===== src/hdl/skc_pkg.sv =====
// Shared types, constants and register codes for the skin pixel classifier.
// No dependencies; skc_front, skc_div, skc_norm and skin_pixel_classifier import this package.
package skc_pkg;

  localparam int FRAC_BITS_DEF = 8;
  localparam int LANES         = 2;

  localparam int CHAN_W        = 8;
  localparam int SUM_W         = 10;
  localparam int DEN_W         = SUM_W + 1;
  localparam int MEAN_W        = 16;
  localparam int INV_DEV_W     = 16;
  localparam int DIST_W        = 24;
  localparam int SQ_W          = DIST_W / 2;
  localparam int CFG_INDEX_W   = 3;
  localparam int CFG_DATA_W    = 24;

  // Cb/Cr weights in thousandths
  localparam int W_CB_R = 169;
  localparam int W_CB_G = 332;
  localparam int W_CB_B = 500;
  localparam int W_CR_R = 500;
  localparam int W_CR_G = 419;
  localparam int W_CR_B = 81;

  // 2000 = 125 * 2^4: round-to-nearest of sum/1000 becomes floor((sum*2^(F-3) + 62) / 125)
  localparam int MILLI_DIV   = 125;
  localparam int MILLI_BITS  = 7;
  localparam int MILLI_SHIFT = 3;
  localparam int MILLI_BIAS  = 1000 / 16;

  // quotient bits resolved per divider stage
  localparam int DIV_STEP = 4;

  localparam logic [CHAN_W-1:0] TRUTH_MIN = 8'd5;
  localparam logic [DIST_W-1:0] DIST_MAX  = 24'hFF_FFFF;

  typedef enum logic [CFG_INDEX_W-1:0] {
    CFG_COLOR_MODE     = 3'd0,
    CFG_MEAN_FIRST     = 3'd1,
    CFG_MEAN_SECOND    = 3'd2,
    CFG_INV_DEV_FIRST  = 3'd3,
    CFG_INV_DEV_SECOND = 3'd4,
    CFG_DISTANCE_LIMIT = 3'd5
  } cfg_index_t;

  typedef struct packed {
    logic [CHAN_W-1:0] red;
    logic [CHAN_W-1:0] green;
    logic [CHAN_W-1:0] blue;
    logic [CHAN_W-1:0] reference_red;
  } pixel_t;

  typedef struct packed {
    logic              is_skin;
    logic              false_positive;
    logic              false_negative;
    logic [DIST_W-1:0] distance;
  } result_t;

  typedef struct packed {
    logic                     color_mode;
    logic signed [MEAN_W-1:0] mean_first;
    logic signed [MEAN_W-1:0] mean_second;
    logic [INV_DEV_W-1:0]     inv_dev_first;
    logic [INV_DEV_W-1:0]     inv_dev_second;
    logic [DIST_W-1:0]        distance_limit;
  } cfg_t;

  localparam cfg_t CFG_RESET = '{
    color_mode:     1'b1,
    mean_first:     16'sd0,
    mean_second:    16'sd0,
    inv_dev_first:  16'd256,
    inv_dev_second: 16'd256,
    distance_limit: 24'd30966
  };

endpackage


===== src/hdl/skc_div.sv =====
// Divider pipeline: restoring division for the chromatic ratios, a few
// quotient bits per stage, plus the reciprocal divide by 125. Depends on skc_pkg.
module skc_div
  import skc_pkg::*;
#(
  parameter int  FRAC_BITS = FRAC_BITS_DEF,
  localparam int ZW        = FRAC_BITS + 15,
  localparam int NW        = FRAC_BITS + 10,
  localparam int QW        = FRAC_BITS + 1,
  localparam int QMW       = FRAC_BITS + 8
) (
  input  logic                        clk,
  input  logic                        rst,
  input  logic                        up_valid,
  output logic                        up_ready,
  input  logic [LANES-1:0][ZW-1:0]    up_z,
  input  logic [LANES-1:0][NW-1:0]    up_num,
  input  logic [DEN_W-1:0]            up_den,
  input  logic                        up_zero,
  input  logic                        up_truth,
  output logic                        down_valid,
  input  logic                        down_ready,
  output logic [LANES-1:0][QMW-1:0]   down_q_milli,
  output logic [LANES-1:0][QW-1:0]    down_q_ratio,
  output logic                        down_zero,
  output logic                        down_truth
);

  localparam int DS          = (QW + DIV_STEP - 1) / DIV_STEP;
  localparam int RW          = DEN_W;
  localparam int MW          = ZW + 1;
  localparam int PW          = ZW + MW;
  localparam int RECIP_SHIFT = ZW + MILLI_BITS;
  localparam logic [MW-1:0] RECIP =
    MW'(((64'd1 << RECIP_SHIFT) + 64'(MILLI_DIV - 1)) / 64'(MILLI_DIV));

  logic [DS:0]                            adv;
  logic [DS-1:0]                          v;
  logic [DS-1:0][LANES-1:0][RW-1:0]       rem_q;
  logic [DS-1:0][LANES-1:0][QW-1:0]       quo_q;
  logic [DS-1:0][LANES-1:0][QMW-1:0]      qm_q;
  logic [DS-1:0][DEN_W-1:0]               den_q;
  logic [DS-1:0]                          zero_q;
  logic [DS-1:0]                          truth_q;

  assign adv[DS]   = down_ready;
  assign up_ready  = adv[0];

  for (genvar s = 0; s < DS; s++) begin : g_stage
    localparam int LEFT  = QW - DIV_STEP * s;
    localparam int STEPS = (LEFT < DIV_STEP) ? LEFT : DIV_STEP;

    logic                          v_in;
    logic [LANES-1:0][RW-1:0]      rem_in, rem_out;
    logic [LANES-1:0][QW-1:0]      quo_in, quo_out;
    logic [LANES-1:0][QMW-1:0]     qm_in;
    logic [DEN_W-1:0]              den_in;
    logic                          zero_in, truth_in;

    assign adv[s] = !v[s] || adv[s+1];

    if (s == 0) begin : g_head
      always_comb begin
        v_in     = up_valid;
        den_in   = up_den;
        zero_in  = up_zero;
        truth_in = up_truth;
        for (int l = 0; l < LANES; l++) begin
          rem_in[l] = RW'(up_num[l][NW-1:QW]);
          quo_in[l] = up_num[l][QW-1:0];
          qm_in[l]  = QMW'((PW'(up_z[l]) * PW'(RECIP)) >> RECIP_SHIFT);
        end
      end
    end else begin : g_body
      always_comb begin
        v_in     = v[s-1];
        den_in   = den_q[s-1];
        zero_in  = zero_q[s-1];
        truth_in = truth_q[s-1];
        rem_in   = rem_q[s-1];
        quo_in   = quo_q[s-1];
        qm_in    = qm_q[s-1];
      end
    end

    always_comb begin
      logic [RW:0]   t;
      logic [RW-1:0] r;
      logic [QW-1:0] w;
      logic          qbit;
      t    = '0;
      qbit = 1'b0;
      for (int l = 0; l < LANES; l++) begin
        r = rem_in[l];
        w = quo_in[l];
        for (int k = 0; k < STEPS; k++) begin
          t    = {r, w[QW-1]};
          qbit = (t >= {1'b0, den_in});
          if (qbit) begin
            t = t - {1'b0, den_in};
          end
          r = t[RW-1:0];
          w = {w[QW-2:0], qbit};
        end
        rem_out[l] = r;
        quo_out[l] = w;
      end
    end

    always_ff @(posedge clk) begin
      if (rst) begin
        v[s] <= 1'b0;
      end else if (adv[s]) begin
        v[s] <= v_in;
      end
    end

    always_ff @(posedge clk) begin
      if (adv[s]) begin
        rem_q[s]   <= rem_out;
        quo_q[s]   <= quo_out;
        qm_q[s]    <= qm_in;
        den_q[s]   <= den_in;
        zero_q[s]  <= zero_in;
        truth_q[s] <= truth_in;
      end
    end
  end

  assign down_valid   = v[DS-1];
  assign down_q_milli = qm_q[DS-1];
  assign down_q_ratio = quo_q[DS-1];
  assign down_zero    = zero_q[DS-1];
  assign down_truth   = truth_q[DS-1];

endmodule


===== config.mk =====
export PLATFORM = sky130hd
export DESIGN_NAME = skc_div
export DESIGN_NICKNAME = d
export VERILOG_FILES = /design/src/hdl/skc_pkg.sv /design/src/hdl/skc_div.sv
export SDC_FILE = /design/constraint.sdc
export NUM_CORES = 2
export LEC_CHECK = 0
export ABC_AREA = 1
export BUFFER_PORTS_ARGS = -buffer_cell sky130_fd_sc_hd__buf_4
export CAP_MARGIN = 20
export CORE_MARGIN = 4
export CORE_UTILIZATION = 30
export DETAILED_ROUTE_END_ITERATION = 16
export PLACE_DENSITY = 0.42
export REMOVE_ABC_BUFFERS = 1
export SLEW_MARGIN = 20
export SYNTH_ARGS = -nofsm -noshare
export SYNTH_HDL_FRONTEND = slang
export SYNTH_SLANG_ARGS = --single-unit

===== constraint.sdc =====
create_clock -name clk -period 9.3 [get_ports clk]
set_clock_uncertainty 0.05 [all_clocks]
set_input_delay 1.86 -clock clk [delete_from_list [all_inputs] [get_ports clk]]
set_output_delay 1.86 -clock clk [all_outputs]
set_load 0.1 [all_outputs]

==> summary.txt <==
Run status
  – Outcome: complete, no violations

Logic synthesis
  – Yosys Warn Count: 0
  – Top_reg_cell synth: edfxtp_1
  – Synth Area in Adders: 42.0%
  – Flops & latches, synth: roughly 230
  – Distinct cells, synth: 56
  – Post-synthesis mux area share: 0%
  – Syn Area/Cell: 8.51 µm²
  – Sequential share of the synthesized area: 19.0%
  – Syn Inst Count: around 4200
  – Post-Synthesis Cell Area: around 35000 µm²
  – Post-synthesis xor/xnor area fraction: 3.73%
  – Post-synth EDFFs: 222
  – Simple-Gate Fraction of Synth Area: ~16%
  – Async SR Flop Fraction: 0%
  – Largest family of logic cells by synthesized area: adder cells
  – Compound-gate portion of the synthesized area: under 10%

Clocking
  – Insertion delay to the later sink of the worst-skew pair: 600 ps
  – Clock Sinks: about 230
  – CTS tree: built
  – Setup repair bufs after CTS: 0
  – Post-CTS Hold Fix Bufs: 0
  – CTS Buf Count: 29
  – Clock-pin slew on the worst setup and hold paths: 60 ps
  – CTS Buffer Depth: 3
  – Root buf cell: clkbuf_16
  – H-tree Lvls: 1

Floorplan
  – Die height: around 350 µm
  – Die Wd: 352 µm
  – Row count: ~130
  – I/O pin count: 153
  – Initial Util: a little under a third
  – Die ar.: around 120000 µm²
  – Core ar.: around 120000 µm²

Global routing
  – First-pass GRT wire length: ~170000 µm
  – Vias in the first global route: roughly 29000
  – Largest net degree at the start of global routing: 55
  – Total GRT Usage: 17.2%
  – Initial antenna violation count: 13
  – Gr ovfl total: 0

Timing
  – Crit path time final: 8620 ps
  – Final hold slack: 347 ps
  – Slew HR: a little over two fifths
  – Final setup vio count: 0
  – Measured slew at the worst slew-check pin: between 800 and 900 ps
  – Count of final max-slew check failures: 0
  – Fin. Hold Viols: 0
  – Fmax: 116 MHz
  – Tcrit/Tclk final: between 90% and 100%

Detailed routing
  – Via density: 4.62
  – DR DRC count: 0
  – Wirelength per Cell: 17.9 µm
  – Routed vias: 27300
  – Post-Route WL: 106000 µm
  – Pre-Repair DR Iteration Count: 5
  – DR iter-0 viols: about 1200
  – ANT nets after route: 0

Flow run
  – Max_cap viols: 0

Setup path
  – Max incr delay on CP: 430 ps
  – Startpoint types: input pin
  – FF-to-FF setup slack: approximately 1400 ps
  – CP required: 9590 ps
  – Crit-path max FO: 16
  – Setup crit end: g_stage[1].rem_in[14]
  – R2r startpoint: g_stage[1].quo_in[17]
  – WP data arrival: 8920 ps
  – R2R depth: 45
  – CP Launch Point: up_den[4]
  – Setup crit end kind: register
  – Top cell by count, worst path: nand2_1
  – Setup CP Type: input pin to register
  – Worst R2R End: g_stage[2].rem_in[21]
  – Crit-path slowest cell: fa_1

Place
  – PortBufs: 152
  – HPWL Detailed: 90800 µm
  – Cells after DPL: 5853
  – Placer Congestion: about 0.89

Cells and area
  – Total Nets Final: 5453
  – Commonest cells after routing, fill and taps aside: inv_1 (908), nand2_1 (762), ha_1 (668), fa_1 (326), a21oi_1 (235)
  – Syn-to-layout area delta: 11.7%
  – Fraction of layout cells with a size suffix above 1: 7.57%
  – Leading cell type in the layout, fill and taps excluded: inv_1
  – Fin cells: ~5900

Worst hold path
  – HP Class: register to register
[registers in the layout, indices dropped and copies added, names as in the netlist]
register	flops
g_stage.zero_in	2
g_stage.quo_in	23
g_stage.qm_in	64
down_valid	1
g_stage.$19.w	13
g_stage.rem_in	44
down_q_milli	32
down_q_ratio	18
g_stage.truth_in	2
g_stage.den_in	22
g_stage.v_in	2
down_truth	1
down_zero	1
[kinds of logic (layout without fill, tap and decap cells)]
kind of cell	Yosys count	count (layout)
buf+inv	953	1169
other cells	0	8
flops	225	225
xor+xnor	151	151
compound gates	556	556
fa+ha+maj	994	994
simple gates	1288	1288
[cell usage after synthesis (6+ instances only)]
| cell type | n | area share [%] |
|---|---|---|
| o21ai_0 | 128 | 1.8 |
| nand3b_1 | 12 | 0.25 |
| o21ai_1 | 21 | 0.30 |
| a21o_1 | 29 | 0.61 |
| a211oi_1 | 6 | 0.13 |
| a31oi_1 | 25 | 0.44 |
| nand4_1 | 49 | 0.86 |
| o31ai_1 | 7 | 0.15 |
| nor2_1 | 217 | 2.3 |
| o2111ai_1 | 6 | 0.15 |
| nor4_1 | 9 | 0.16 |
| ha_1 | 668 | 24 |
| nand2_1 | 764 | 8.1 |
| inv_1 | 911 | 9.6 |
| o21a_1 | 14 | 0.30 |
| buf_2 | 7 | 0.099 |
| a21boi_0 | 8 | 0.17 |
| fa_1 | 326 | 18 |
| o21ai_2 | 12 | 0.30 |
| nor3_1 | 31 | 0.44 |
| xnor2_1 | 52 | 1.3 |
| o21bai_1 | 32 | 0.68 |
| or2_2 | 12 | 0.21 |
| a21oi_2 | 11 | 0.27 |
| buf_6 | 11 | 0.35 |
| o211ai_1 | 7 | 0.15 |
| a21oi_1 | 235 | 3.3 |
| xor2_1 | 99 | 2.4 |
| inv_2 | 11 | 0.12 |
| buf_4 | 10 | 0.21 |
| nand3_2 | 8 | 0.23 |
| nand3_1 | 146 | 2.1 |
| nand2_2 | 14 | 0.25 |
| edfxtp_1 | 222 | 19 |
| nor2_2 | 7 | 0.12 |
[stage by stage]
| step | area (µm²) | TNS [ps] | setup slack [ps] | util (%) |
|---|---|---|---|---|
| after CTS | 39600 | 0 | 562 | 33.9 |
| final | 39600 | 0 | 676 | 33.9 |
| after global placement | 38600 | 0 | 50.4 | 33.1 |
| after detailed placement | 38600 | -742 | -88.3 | 33.1 |
| after global routing | 39600 | -35.0 | -10.0 | 33.9 |
| after floorplan | 35200 | 0 | 1060 | - |
[worst max-delay path: cells and delay by family]
family / cells / cell delay [ps]
compound gates: 17 / 2930
fa+ha+maj: 4 / 1360
buf+inv: 9 / 1220
simple gates: 14 / 1520
[timing repair]
action                                 in CTS  in global routing
resized for setup                           0                  5
endpoints found under the hold margin       0                  0
setup endpoints to repair                   0                 23
[worst min-delay path by stage]
| stage | startpoint | endpoint | slack (ps) | cells past startpoint |
|---|---|---|---|---|
| 2_1_floorplan | g_stage[2].qm_in[0] | down_q_milli[0] | 350 | 0 |
| 3_3_place_gp | g_stage[2].qm_in[13] | down_q_milli[13] | 350 | 0 |
| 3_5_place_dp | g_stage[2].qm_in[22] | down_q_milli[22] | 350 | 0 |
| 4_1_cts | g_stage[1].quo_in[1] | g_stage[2].quo_in[5] | 340 | 0 |
| 5_1_grt | g_stage[1].qm_in[27] | g_stage[2].qm_in[27] | 370 | 0 |
| 6_report | g_stage[1].quo_in[1] | g_stage[2].quo_in[5] | 350 | 0 |
[layout make-up]
type                       instances  area (µm²)
fill                           12400       77100
inverter                         923        3470
tap                             1524        1910
clock buffer                      36         752
sequential                       225        6730
multi-input combinational       2989       25000
antenna                            8        20.0
timing repair buffer             192        1470
clock inverter                    18         215
[layer usage]
metal / share of wire [%] / global-route usage [%]
met3: 3.4 / 2.18
met5: 0.052 / 0
met2: 48 / 30.4
met1: 47 / 22.9
met4: 1.5 / 2.41
Power is not shown: default switching activity piles up to over one toggle a cycle in this logic, so the estimate is an artifact.
